**config.mk**
```make
export PLATFORM = sky130hd
export DESIGN_NAME = flhc_ctrl_flat
export DESIGN_NICKNAME = d
export VERILOG_FILES = /design/src/hw/rtl/flhc_pkg.sv /design/src/hw/rtl/flhc_if.sv /design/src/hw/rtl/flhc_ctrl.sv /design/src/flat_wrapper.sv
export SDC_FILE = /design/constraint.sdc
export NUM_CORES = 1
export LEC_CHECK = 0
export ABC_AREA = 0
export ABC_CLOCK_PERIOD_IN_PS = 4700
export BUFFER_PORTS_ARGS = -buffer_cell sky130_fd_sc_hd__buf_2
export CORE_AREA = 4 4 228 230
export CTS_BUF_LIST = sky130_fd_sc_hd__clkbuf_2 sky130_fd_sc_hd__clkbuf_4 sky130_fd_sc_hd__clkbuf_8
export DETAILED_ROUTE_END_ITERATION = 10
export DIE_AREA = 0 0 232 234
export GPL_ROUTABILITY_DRIVEN = 1
export PLACE_DENSITY_LB_ADDON = 0.2
export SYNTH_ARGS = -nofsm -noshare
export SYNTH_HDL_FRONTEND = slang
export SYNTH_SLANG_ARGS = --single-unit
```
**constraint.sdc**
```tcl
create_clock -name clk_i -period 4.7 [get_ports clk_i]
set_clock_uncertainty 0.15 [all_clocks]
set_input_delay 0.94 -clock clk_i [delete_from_list [all_inputs] [get_ports clk_i]]
set_output_delay 0.94 -clock clk_i [all_outputs]
set_load 0.005 [all_outputs]
```
**src/hw/rtl/flhc_pkg.sv**
```systemverilog
// Flow log hit counter: shared constants, codes and beat/entry types.
// No dependencies.
package flhc_pkg;

  localparam int LOG_DEPTH = 64;
  localparam int IDX_W     = $clog2(LOG_DEPTH);
  localparam int CNT_W     = $clog2(LOG_DEPTH + 1);
  localparam int SLOT_W    = 6;
  localparam int USED_W    = 7;

  localparam logic [1:0] ST_NEW     = 2'd0;
  localparam logic [1:0] ST_UPDATED = 2'd1;
  localparam logic [1:0] ST_DROPPED = 2'd2;
  localparam logic [1:0] ST_CLEARED = 2'd3;

  localparam logic MODE_LOG   = 1'b0;
  localparam logic MODE_CLEAR = 1'b1;

  typedef struct packed {
    logic        mode;
    logic [7:0]  reason;
    logic [7:0]  protocol;
    logic [31:0] src_ip;
    logic [31:0] dst_ip;
    logic [15:0] sport;
    logic [15:0] dport;
    logic [2:0]  verdict;
    logic [2:0]  hook_number;
    logic [31:0] now_seconds;
  } in_beat_t;

  typedef struct packed {
    logic [1:0]        status;
    logic [SLOT_W-1:0] slot;
    logic [31:0]       hit_count;
    logic [USED_W-1:0] used_entries;
  } out_beat_t;

  typedef struct packed {
    logic [31:0] src_ip;
    logic [31:0] dst_ip;
    logic [15:0] sport;
    logic [15:0] dport;
    logic [7:0]  reason;
    logic [7:0]  protocol;
    logic [2:0]  verdict;
    logic [2:0]  hook;
    logic [31:0] last_seen;
    logic [31:0] count;
  } entry_t;

  typedef struct packed {
    logic             we;
    logic [IDX_W-1:0] waddr;
    entry_t           wdata;
    logic             re;
    logic [IDX_W-1:0] raddr;
  } mem_req_t;

  typedef struct packed {
    logic             busy;
    logic [CNT_W-1:0] used;
  } stat_t;

endpackage

```
**src/hw/rtl/flhc_if.sv**
```systemverilog
// Valid/ready channel interfaces for log items and results.
// Depends on flhc_pkg.
interface flhc_in_if import flhc_pkg::*; ();
  logic     valid;
  logic     ready;
  in_beat_t data;
  modport source (output valid, output data, input ready);
  modport sink   (input valid, input data, output ready);
endinterface

interface flhc_out_if import flhc_pkg::*; ();
  logic      valid;
  logic      ready;
  out_beat_t data;
  modport source (output valid, output data, input ready);
  modport sink   (input valid, input data, output ready);
endinterface

```
**src/hw/rtl/flhc_ctrl.sv**
```systemverilog
// Sequencer: scans the table one entry per cycle through the key compare,
// then updates or inserts one slot, drops or clears, and registers the result beat.
// Depends on flhc_pkg and flhc_if.
module flhc_ctrl import flhc_pkg::*; (
  input  logic       clk_i,
  input  logic       rst_ni,
  flhc_in_if.sink    in_i,
  flhc_out_if.source out_o,
  output mem_req_t   mem_req_o,
  input  entry_t     mem_rdata_i,
  output stat_t      stat_o
);

  localparam logic [2:0] S_IDLE = 3'd0;
  localparam logic [2:0] S_SCAN = 3'd1;
  localparam logic [2:0] S_HIT  = 3'd2;
  localparam logic [2:0] S_MISS = 3'd3;
  localparam logic [2:0] S_CLR  = 3'd4;

  logic [2:0]       state_q, state_d;
  logic [CNT_W-1:0] used_q, used_d;
  logic [CNT_W-1:0] idx_q, idx_d;
  logic [CNT_W-1:0] pend_idx_q, pend_idx_d;
  logic             pend_q, pend_d;
  logic             out_valid_q, out_valid_d;
  out_beat_t        out_q, out_d;
  in_beat_t         key_q, key_d;
  logic [31:0]      cnt_q, cnt_d;
  logic [2:0]       hook_q, hook_d;
  logic [CNT_W-1:0] slot_q, slot_d;
  logic             match;
  logic             last;
  logic             out_free;
  logic [31:0]      cnt_inc;

  assign match = pend_q &&
                 mem_rdata_i.src_ip   == key_q.src_ip   &&
                 mem_rdata_i.dst_ip   == key_q.dst_ip   &&
                 mem_rdata_i.sport    == key_q.sport    &&
                 mem_rdata_i.dport    == key_q.dport    &&
                 mem_rdata_i.reason   == key_q.reason   &&
                 mem_rdata_i.protocol == key_q.protocol &&
                 mem_rdata_i.verdict  == key_q.verdict;
  assign last     = (pend_idx_q + CNT_W'(1)) == used_q;
  assign out_free = !out_valid_q || out_o.ready;
  assign cnt_inc  = (cnt_q == '1) ? cnt_q : cnt_q + 32'd1;

  always_comb begin
    state_d     = state_q;
    used_d      = used_q;
    idx_d       = idx_q;
    pend_idx_d  = pend_idx_q;
    pend_d      = pend_q;
    key_d       = key_q;
    cnt_d       = cnt_q;
    hook_d      = hook_q;
    slot_d      = slot_q;
    out_d       = out_q;
    out_valid_d = out_valid_q && !out_o.ready;
    in_i.ready  = 1'b0;

    mem_req_o                 = '0;
    mem_req_o.wdata.src_ip    = key_q.src_ip;
    mem_req_o.wdata.dst_ip    = key_q.dst_ip;
    mem_req_o.wdata.sport     = key_q.sport;
    mem_req_o.wdata.dport     = key_q.dport;
    mem_req_o.wdata.reason    = key_q.reason;
    mem_req_o.wdata.protocol  = key_q.protocol;
    mem_req_o.wdata.verdict   = key_q.verdict;
    mem_req_o.wdata.hook      = key_q.hook_number;
    mem_req_o.wdata.last_seen = key_q.now_seconds;
    mem_req_o.wdata.count     = 32'd1;
    mem_req_o.raddr           = idx_q[IDX_W-1:0];
    mem_req_o.waddr           = used_q[IDX_W-1:0];

    case (state_q)
      S_IDLE: begin
        in_i.ready = 1'b1;
        if (in_i.valid) begin
          key_d  = in_i.data;
          idx_d  = '0;
          pend_d = 1'b0;
          if (in_i.data.mode == MODE_CLEAR) begin
            state_d = S_CLR;
          end else if (used_q == '0) begin
            state_d = S_MISS;
          end else begin
            state_d = S_SCAN;
          end
        end
      end
      S_SCAN: begin
        mem_req_o.re = idx_q < used_q;
        pend_d       = 1'b1;
        pend_idx_d   = idx_q;
        idx_d        = idx_q + CNT_W'(1);
        if (match) begin
          slot_d  = pend_idx_q;
          cnt_d   = mem_rdata_i.count;
          hook_d  = mem_rdata_i.hook;
          pend_d  = 1'b0;
          state_d = S_HIT;
        end else if (pend_q && last) begin
          pend_d  = 1'b0;
          state_d = S_MISS;
        end
      end
      S_HIT: begin
        if (out_free) begin
          mem_req_o.we          = 1'b1;
          mem_req_o.waddr       = slot_q[IDX_W-1:0];
          mem_req_o.wdata.hook  = hook_q;
          mem_req_o.wdata.count = cnt_inc;
          out_d.status          = ST_UPDATED;
          out_d.slot            = SLOT_W'(slot_q);
          out_d.hit_count       = cnt_inc;
          out_d.used_entries    = USED_W'(used_q);
          out_valid_d           = 1'b1;
          state_d               = S_IDLE;
        end
      end
      S_MISS: begin
        if (out_free) begin
          out_valid_d = 1'b1;
          state_d     = S_IDLE;
          if (used_q == CNT_W'(LOG_DEPTH)) begin
            out_d.status       = ST_DROPPED;
            out_d.slot         = '0;
            out_d.hit_count    = '0;
            out_d.used_entries = USED_W'(used_q);
          end else begin
            mem_req_o.we       = 1'b1;
            used_d             = used_q + CNT_W'(1);
            out_d.status       = ST_NEW;
            out_d.slot         = SLOT_W'(used_q);
            out_d.hit_count    = 32'd1;
            out_d.used_entries = USED_W'(used_d);
          end
        end
      end
      S_CLR: begin
        if (out_free) begin
          used_d             = '0;
          out_d.status       = ST_CLEARED;
          out_d.slot         = '0;
          out_d.hit_count    = '0;
          out_d.used_entries = '0;
          out_valid_d        = 1'b1;
          state_d            = S_IDLE;
        end
      end
      default: begin
        state_d = S_IDLE;
      end
    endcase
  end

  always_ff @(posedge clk_i or negedge rst_ni) begin
    if (!rst_ni) begin
      state_q     <= S_IDLE;
      used_q      <= '0;
      idx_q       <= '0;
      pend_idx_q  <= '0;
      pend_q      <= 1'b0;
      out_valid_q <= 1'b0;
    end else begin
      state_q     <= state_d;
      used_q      <= used_d;
      idx_q       <= idx_d;
      pend_idx_q  <= pend_idx_d;
      pend_q      <= pend_d;
      out_valid_q <= out_valid_d;
    end
  end

  always_ff @(posedge clk_i) begin
    key_q  <= key_d;
    cnt_q  <= cnt_d;
    hook_q <= hook_d;
    slot_q <= slot_d;
    out_q  <= out_d;
  end

  assign out_o.valid = out_valid_q;
  assign out_o.data  = out_q;
  assign stat_o.busy = state_q != S_IDLE;
  assign stat_o.used = used_q;

endmodule

```
**src/flat_wrapper.sv**
```systemverilog
// flat-port wrapper written by rule: the top's interface ports become plain ports
module flhc_ctrl_flat import flhc_pkg::*;
  (clk_i, rst_ni, mem_req_o, mem_rdata_i, stat_o, in_i_valid, in_i_data, in_i_ready, out_o_valid, out_o_data, out_o_ready);
  flhc_in_if in_i_i ();
  flhc_out_if out_o_i ();
  input  logic clk_i;
  input  logic rst_ni;
  output mem_req_t mem_req_o;
  input  entry_t mem_rdata_i;
  output stat_t stat_o;
  input wire logic [$bits(in_i_i.valid)-1:0] in_i_valid;
  input wire logic [$bits(in_i_i.data)-1:0] in_i_data;
  output wire logic [$bits(in_i_i.ready)-1:0] in_i_ready;
  output wire logic [$bits(out_o_i.valid)-1:0] out_o_valid;
  output wire logic [$bits(out_o_i.data)-1:0] out_o_data;
  input wire logic [$bits(out_o_i.ready)-1:0] out_o_ready;
  assign in_i_i.valid = in_i_valid;
  assign in_i_i.data = in_i_data;
  assign in_i_ready = in_i_i.ready;
  assign out_o_valid = out_o_i.valid;
  assign out_o_data = out_o_i.data;
  assign out_o_i.ready = out_o_ready;
  flhc_ctrl u_core (.clk_i(clk_i), .rst_ni(rst_ni), .in_i(in_i_i), .out_o(out_o_i), .mem_req_o(mem_req_o), .mem_rdata_i(mem_rdata_i), .stat_o(stat_o));
endmodule
```
==> qor.csv, run 1 <==
metric;value;unit
initial core utilization;25.56;%
CTS tree;built;
Hold WS;0.2105;ns
pin count of the biggest net entering global routing;83;
Finish-stage setup viols;0;
CTS clk-pin slew, worst paths;0.06;ns
Power Dens Cells;459.9;nW/µm²
TritonCTS Buffers;49;
Bufs on Longest Clock Path;3;
clock latency on the worst-skew pair;0.60;ns
Post-Synthesis Cells;1029;
drt wl/cell;20.03;µm
sequential cell fraction of total power;46.0;%
synth top area cells;edfxtp_1 56%, buf_4 9.0%, xnor2_1 6.2%;
Post-CTS Resized;0;
Setup crit end kind;output port;
switch share;31.64;%
dominant cell type by area after synthesis;edfxtp_1;
FMAX;0.2298;GHz
Crit Path Max Fanout;11;
Syn. warnings;0;
cell mode on critical path;nor2_1;
CTS sink cnt;264;
ys flop type;edfxtp_1;
Nets;1821;
die area;54290;µm²
final instance area;16210;µm²
Max stage delay on crit path;0.78;ns
post-synth cell types;55;
Clock power frac;28.7;%
# Post-CTS Setup Buffers;0;
# DRC;0;
number of global-route vias before repair;9616;
cells on worst reg2reg path;7;
Vias/cell;4.276;
layout cells sized above 1;43.89;%
global-route wire length before repair;61.69;mm
Arr. time, crit path;3.26;ns
# IOs;590;
number of synthesized flops with an enable pin;238;
RSZ-0062 raised after global routing;false;
CP Launch Type;flop;
VDD IR max;0.2566;mV
Post-Syn Area;12740;µm²
#FFs+latches synth;264;
hold buffer count at CTS;0;
fin crit share;92.61;%
initial DRC count;469;
DP Wirelength;35.65;mm
crit path kind;reg -> out;
core area;49860;µm²
Slew Limit Fails;0;
Req. time, crit path;3.61;ns
sequential share of the synthesized area;61.19;%
total wire length;43.66;mm
site row count;82;
Area Growth Syn to Fin;27.23;%
Worst Hold Class;in -> async;
TNS Setup;0;ns
CTS root buffer;clkbuf_8;
Filler Cell Count;5202;
die height;234;µm
Initial DRT Pass Iterations;5;
Syn Area/Cell;12.38;µm²
CP max-delay cell;or4_1;
Yosys top cell area share;56.08;%
H-Tree Depth;2;
internal power of the cells;5.098;mW
GRT Total Usage;15.23;%
P_leak;6.673;nW
Rel. slew slack;41.52;%
Synth top cells by count;238 x edfxtp_1, 153 x buf_4, 90 x nor2_1, 90 x xnor2_1, 56 x nand2_1;
Post-DP Area;15270;µm²
Combinational Power Share;25.3;%
Synth async-reset ratio;9.848;%
crit path time final;4.353;ns
count leader, synth;edfxtp_1;
antenna-violating nets left;0;
Final GP Congestion;0.8561;
Port Buf Inserts;557;
max cap viols;0;
Sw Pwr;2.359;mW
status;finished, final reports clean;
Synth Net Count;1378;
chip width;232;µm
Worst Tran Pin Value;0.8704;ns
vias after detailed routing;9322;
count of final hold-check violations;0;
antenna violations before repair;7;
crit path cell chain;and4_1, nand3_1, or4_1, nor2_1, mux2i_1, nor2_1, buf_2;
GRT overflow;0;
-- sequential cells by signal, summed over array words and instances, names as in the netlist --
signal              cells
u_core.key_q            3
u_core.pend_idx_q       7
u_core.out_o.data      47
u_core.used_q           7
u_core.state_q          3
u_core.idx_q            7
u_core.cnt_q           32
u_core.slot_q           6
u_core.mem_req_o      147
u_core.out_o.valid      1
u_core.hook_q           3
u_core.pend_q           1
-- critical path, delay by kind of cell, from the launching register on --
family,cells,cell delay (ns)
buffers and inverters,1,0.13
and+or+nand+nor,5,1.71
muxes,1,0.39
DFF,1,0.43
-- metrics by stage --
step	power (mW)	setup slack [ns]	cells	util, %
6_report	7.457	0.3475	2180	32.52
5_1_grt	7.950	0.08734	2180	32.52
4_1_cts	7.633	0.2820	2178	32.51
3_5_place_dp	5.424	0.6278	2093	30.63
3_3_place_gp	5.407	0.6464	2093	30.63
2_1_floorplan	4.657	0.6153	1029	-
-- kinds of logic after synthesis --
family	count (synthesis)	synth area share, %
AND/OR/NAND/NOR	309	12.12
adder cells (fa/ha/maj)	12	1.178
flip-flops	264	61.19
buffers and inverters	211	10.74
multiplexers	12	1.031
XOR/XNOR	111	7.629
AO/OA/AOI/OAI	110	6.117
-- power by group through the flow --
stage	logic [mW]	registers [mW]	clock network, mW
floorplan	1.23	3.43	0
finish	1.88	3.43	2.14
global placement	1.93	3.47	0
global route	2.10	3.49	2.36
detailed placement	1.94	3.48	0
CTS	1.95	3.44	2.25
-- cell usage in the layout, fill, tap and decap left out, drive strengths merged, types with 5 or more instances in the layout --
cell,n
a2111o,8
a21oi,10
a22o,8
and3,13
buf,567
clkbuf,65
clkinv,18
dfrtp,26
edfxtp,238
ha,12
inv,34
mux2,9
nand2,56
nand2b,24
nand3,25
nand4,27
nor2,90
nor2b,27
nor3,19
nor4,13
o2111ai,10
o21ai,36
o221ai,5
o22ai,6
xnor2,90
xor2,21
-- path summary, 6_finish.rpt --
check                           slack [ns]             startpoint                   end
worst min register to register        0.35   u_core.pend_idx_q[1]      u_core.slot_q[1]
max in group asynchronous             3.76                 rst_ni  u_core.pend_idx_q[1]
min in group clk_i                    0.35          in_i_data[32]      u_core.key_q[32]
worst max-delay path                  0.35        u_core.cnt_q[6]          mem_req_o[8]
worst max register to register        1.19  u_core.mem_req_o[164]       u_core.cnt_q[9]
worst min-delay path                  0.21                 rst_ni      u_core.used_q[0]
-- per-layer routing --
layer	vias up	part of all wire (%)	global-route usage [%]
li1	4444	-	-
met1	4419	39	17.59
met2	388	51	27.14
met3	61	8.3	5.479
met4	10	1.7	3.493
met5	-	0.16	0
-- cell type report --
class                      instances  area (µm²)  area share (%)
clock buffer                      65       813.3           5.016
multi-input combinational        554        3597           22.19
timing repair buffer             567        2900           17.89
inverter                          36       138.9          0.8566
sequential                       264        7797           48.09
antenna                            2       5.005         0.03087
clock inverter                    20       120.1          0.7409
tap                              672       840.8           5.186
Note: power is estimated with default switching activity, not from simulation.
==> run 2: changes to the inputs <==
--- a/config.mk
+++ b/config.mk
@@ -13,6 +13,7 @@
 export DETAILED_ROUTE_END_ITERATION = 10
 export DIE_AREA = 0 0 232 234
 export GPL_ROUTABILITY_DRIVEN = 1
+export GPL_TIMING_DRIVEN = 0
 export PLACE_DENSITY_LB_ADDON = 0.2
 export SYNTH_ARGS = -nofsm -noshare
 export SYNTH_HDL_FRONTEND = slang
==> qor.csv, run 2 (synthesis results as in run 1) <==
metric;value;unit;change
Hold WS;0.2013;ns;-0.009166 ns
Worst Hold Class;in -> async;;
Worst Tran Pin Value;0.8171;ns;-0.05330 ns
CTS root buffer;clkbuf_8;;
count of final hold-check violations;0;;unchanged
CP Launch Type;primary input;;
fin util;35.11;%;+2.6 points
max reg flops;147;;unchanged
total wire length;45.46;mm;+4.1%
GRT overflow;0;;unchanged
# IOs;590;;unchanged
Combinational Power Share;28.8;%;+3.5 points
Bufs on Longest Clock Path;3;;unchanged
fin crit share;92.60;%;about the same
internal power of the cells;5.454;mW;+7.0%
Post-CTS Resized;0;;unchanged
Req. time, crit path;3.61;ns;about the same
Initial DRT Pass Iterations;5;;unchanged
GRT Total Usage;15.94;%;+0.71 points
TritonCTS Buffers;50;;+2.0%
Finish-stage setup viols;0;;unchanged
top layer in use;met5;;
clock latency on the worst-skew pair;0.60;ns;about the same
RSZ-0062 raised after global routing;false;;
Setup crit end kind;output port;;
DP Wirelength;37.52;mm;+5.3%
initial DRC count;386;;-18%
core area;49860;µm²;unchanged
VDD IR max;0.2481;mV;-3.3%
setup ws final;0.3478;ns;+0.0002940 ns
H-Tree Depth;2;;unchanged
FMAX;0.2298;GHz;about the same
pin count of the biggest net entering global routing;42;;-49%
die height;234;µm;unchanged
status;finished, final reports clean;;
Nets;1993;;+9.4%
crit path kind;in -> out;;
metal3 WL;3.866;mm;+6.3%
Area Growth Syn to Fin;37.37;%;
hold buffer count at CTS;0;;unchanged
CTS sink cnt;264;;unchanged
antenna-violating nets left;0;;unchanged
Final GP Congestion;0.8596;;+0.41%
site row count;82;;unchanged
Port Buf Inserts;557;;unchanged
Sw Pwr;2.459;mW;+4.3%
Vias/cell;4.211;;-1.5%
met2 wire length;23.38;mm;+5.0%
Power Dens Cells;452.0;nW/µm²;-1.7%
antenna violations before repair;10;;+3
chip width;232;µm;unchanged
commonest non-fill, non-tap cell in the layout;buf_2;;
crit path time final;4.352;ns;-0.0002940 ns
footprint of the multi-input gates;3597;µm²;unchanged
P_leak;7.462;nW;+12%
commonest non-fill, non-tap cells in the layout;559 x buf_2, 238 x edfxtp_1, 153 x buf_4;;
Rel. slew slack;45.52;%;+4.0 points
Clock power frac;28.1;%;-0.6 points
sequential cell fraction of total power;43.1;%;-2.9 points
number of global-route vias before repair;10284;;+6.9%
DP Worst Slack;0.2963;ns;-0.3315 ns
switch share;31.08;%;-0.56 points
CTS clk-pin slew, worst paths;0.06;ns;about the same
Storage cell area;7797;µm²;unchanged
Crit Path Max Fanout;10;;-1
layout cells sized above 1;48.57;%;+4.7 points
CTS tree;built;;
vias after detailed routing;9916;;+6.4%
drt wl/cell;19.30;µm;-3.6%
die area;54290;µm²;unchanged
max cap viols;0;;unchanged
# Post-CTS Setup Buffers;0;;unchanged
post-layout power;7.913;mW;+6.1%
global-route wire length before repair;64.74;mm;+5.0%
M1 wire length;17.10;mm;+0.88%
Arr. time, crit path;3.26;ns;about the same
Slew Limit Fails;0;;unchanged
Filler Cell Count;5152;;-0.96%
# DRC;0;;unchanged
initial core utilization;25.56;%;unchanged
-- run 2: cell types whose count changed in the layout (fill, tap and decap cells not counted), moves of 2 or more --
cell	change
clkbuf_4	+8
clkbuf_1	+18
clkinvlp_4	-2
clkinv_2	-5
buf_12	+2
buf_1	+2
clkbuf_8	+4
buf_4	+146
buf_2	+2
-- run 2: cell type report --
cell class              instances  share of cell area (%)
inverters                      36                  0.7934
repair buffers                563                   16.65
well taps                     672                   4.803
plain buffers                 175                   7.047
diodes                          3                 0.04288
flip-flops and latches        264                   44.54
multi-input cells             554                   20.55
clock inverters                11                  0.2645
clock buffers                  77                   5.303
-- run 2: final timing paths --
check | startpoint | endpoint | slack (ns) | cells after the start
max | out_o_ready | mem_req_o[35] | 0.35 | 8
min | rst_ni | u_core.used_q[5] | 0.20 | 1
max reg2reg | u_core.mem_req_o[164] | u_core.cnt_q[9] | 0.92 | 7
min reg2reg | u_core.pend_idx_q[6] | u_core.pend_idx_q[6] | 0.36 | 2
max in group asynchronous | rst_ni | u_core.pend_idx_q[3] | 3.77 | 1
min in group clk_i | u_core.pend_idx_q[6] | u_core.pend_idx_q[6] | 0.36 | 2
-- run 2: power groups by stage --
stage	clock network, mW	logic, mW	registers [mW]
2_1_floorplan	0	1.23	3.43
3_3_place_gp	0	2.24	3.52
3_5_place_dp	0	2.33	3.46
4_1_cts	2.31	2.34	3.41
5_1_grt	2.44	2.52	3.46
6_report	2.22	2.28	3.41
-- run 2: critical path: stages --
cell and delay, ns:
buf_2 0.10, nor2b_1 0.42, nor2_1 0.08, nand3_1 0.37, clkbuf_1 0.53, buf_1 0.50, nor2_1 0.13, buf_2 0.17
-- run 2: metal layers --
layer	global-route usage, %	vias to the layer above
met2	28.58	430
met5	0	-
met4	4.334	16
met3	5.685	73
met1	18.03	4608
li1	-	4789
-- run 2: through the flow --
step                instances  area [µm²]  setup TNS (ns)
floorplan                1029       12750               0
global placement         2258       16380         -177.90
detailed placement       2264       16520               0
CTS                      2352       17490               0
global route             2354       17500               0
finish                   2355       17510               0
==> run 3: changes to the inputs <==
==> constraint.sdc (replaced) <==
create_clock -name clk_i -period 4.7 [get_ports clk_i]
set_clock_uncertainty 0.15 [all_clocks]
set_input_delay 0.47 -clock clk_i [delete_from_list [all_inputs] [get_ports clk_i]]
set_output_delay 0.47 -clock clk_i [all_outputs]
set_load 0.005 [all_outputs]
==> qor.csv, run 3 (synthesis results as in run 1) <==
metric;value;unit;change
commonest non-fill, non-tap cells in the layout;559 x buf_2, 238 x edfxtp_1, 186 x dlygate4sd3_1;;
RSZ-0062 raised after global routing;false;;
CP Launch Type;flop;;
drt wl/cell;18.62;µm;-3.5%
fin crit share;83.08;%;-9.5 points
commonest non-fill, non-tap cell in the layout;buf_2;;
CP startpoint;u_core.cnt_q[0];;
# Post-CTS Setup Buffers;0;;unchanged
FMAX;0.2561;GHz;+11%
die area;54290;µm²;unchanged
CTS tree;built;;
Slew Limit Fails;0;;unchanged
antenna violations before repair;12;;+2
max cap viols;0;;unchanged
Final GP Congestion;0.8553;;-0.50%
global-route wire length before repair;68.87;mm;+6.4%
GRT Total Usage;16.77;%;+0.83 points
initial core utilization;25.56;%;unchanged
core area;49860;µm²;unchanged
layout cells sized above 1;43.53;%;-5.0 points
CTS clk-pin slew, worst paths;0.06;ns;about the same
Port Buf Inserts;557;;unchanged
met2 Track Usage GR;30.51;%;+1.9 points
CTS sink cnt;264;;unchanged
vias after detailed routing;10651;;+7.4%
H-Tree Depth;2;;unchanged
# DRC;0;;unchanged
max reg flops;147;;unchanged
Req. time, crit path;4.08;ns;+0.47 ns
Arr. time, crit path;3.28;ns;+0.02 ns
Bufs on Longest Clock Path;3;;unchanged
final instance area;19320;µm²;+10%
initial DRC count;414;;+7.3%
Finish-stage setup viols;0;;unchanged
reg2reg start;u_core.mem_req_o[164];;
number of global-route vias before repair;11451;;+11%
GRT overflow;0;;unchanged
Hold Crit Start;in_i_data[150];;
status;finished, final reports clean;;
clock latency on the worst-skew pair;0.62;ns;+0.02 ns
Post-DP Area;16460;µm²;-0.34%
DP Wirelength;38.05;mm;+1.4%
Initial DRT Pass Iterations;5;;unchanged
# IOs;590;;unchanged
TNS Setup;0;ns;unchanged
Area Growth Syn to Fin;51.63;%;
total wire length;47.29;mm;+4.0%
pin count of the biggest net entering global routing;118;;+180%
cells on worst reg2reg path;7;;unchanged
crit path time final;3.905;ns;-0.4476 ns
TritonCTS Buffers;49;;-2.0%
busiest grt layer;met2;;
Worst Hold Class;in -> reg;;
antenna-violating nets left;0;;unchanged
Vias/cell;4.195;;-0.37%
Setup crit end kind;output port;;
Power Dens Cells;418.3;nW/µm²;-7.5%
Worst Tran Pin Value;0.9066;ns;+0.08949 ns
count of final hold-check violations;0;;unchanged
met3 GRT Util;5.260;%;-0.43 points
VDD IR max;0.2681;mV;+8.1%
Rel. slew slack;39.09;%;-6.4 points
chip width;232;µm;unchanged
crit path kind;reg -> out;;
met1 Resource Use GR;18.68;%;+0.65 points
Filler Cell Count;4989;;-3.2%
hold path depth;4;;
CTS root buffer;clkbuf_8;;
Crit Path Max Fanout;10;;unchanged
die height;234;µm;unchanged
Nets;2175;;+9.1%
site row count;82;;unchanged
P_leak;8.221;nW;+10%
[run 3: per-stage QoR]
stage                     instances  utilization, %  setup WS (ns)  hold slack (ns)  power [mW]
after floorplan                1029               -        0.02388          0.02441       4.671
after global routing           2536           38.74         0.4749          0.03270       8.583
after CTS                      2535           38.73         0.6808         0.002154       8.230
after global placement         2258           32.83         -2.394           0.3495       5.788
final                          2539           38.75         0.7953          0.09620       8.083
after detailed placement       2261           33.01         0.6539           0.3538       5.763
[run 3: power breakdown]
part | total [mW] | internal, mW | switching [mW]
logic | 2.39 | 1.14 | 1.24
registers | 3.41 | 3.14 | 0.272
clock network | 2.28 | 1.27 | 1.02
total | 8.08 | 5.55 | 2.53
[run 3: metal layers]
layer / wire [µm] / vias up
li1: - / 5154
met1: 17850 / 5003
met2: 24510 / 396
met3: 3482 / 88
met4: 1374 / 10
met5: 64 / -
[run 3: area by class of cell]
class	count	area, µm²	share of cell area (%)
Timing Repair Buffer	746	4717	24.41
Inverter	36	142.6	0.7382
Tap cell	672	840.8	4.351
Antenna cell	4	10.01	0.05180
Clock buffer	69	843.3	4.364
Sequential cell	264	7797	40.35
Buffer	175	1234	6.385
Clock inverter	19	145.1	0.7511
Multi-Input combinational cell	554	3592	18.59
[run 3: what timing repair did]
item | 4_1_cts | 5_1_grt
hold buffers | 186 | 0
endpoints found under the hold margin | 211 | 0
gates resized for setup | 0 | 0
endpoints found under the setup margin | 0 | 0
[run 3: critical path: stages (launching register included)]
cell      delay [ns]
edfxtp_1        0.40
ha_1            0.17
and3_1          0.22
nand3_1         0.33
nor3_1          0.81
a211oi_1        0.20
xnor2_1         0.30
nor2_1          0.09
buf_2           0.14
[run 3: path summary, 6_finish.rpt]
kind,endpoint,slack [ns]
worst max-delay path,mem_req_o[16],0.80
worst min-delay path,u_core.state_q[0],0.1
worst max register to register,u_core.cnt_q[17],1.01
worst min register to register,u_core.slot_q[1],0.36
max in group asynchronous,u_core.pend_idx_q[6],3.71
min in group asynchronous,u_core.used_q[2],0.27
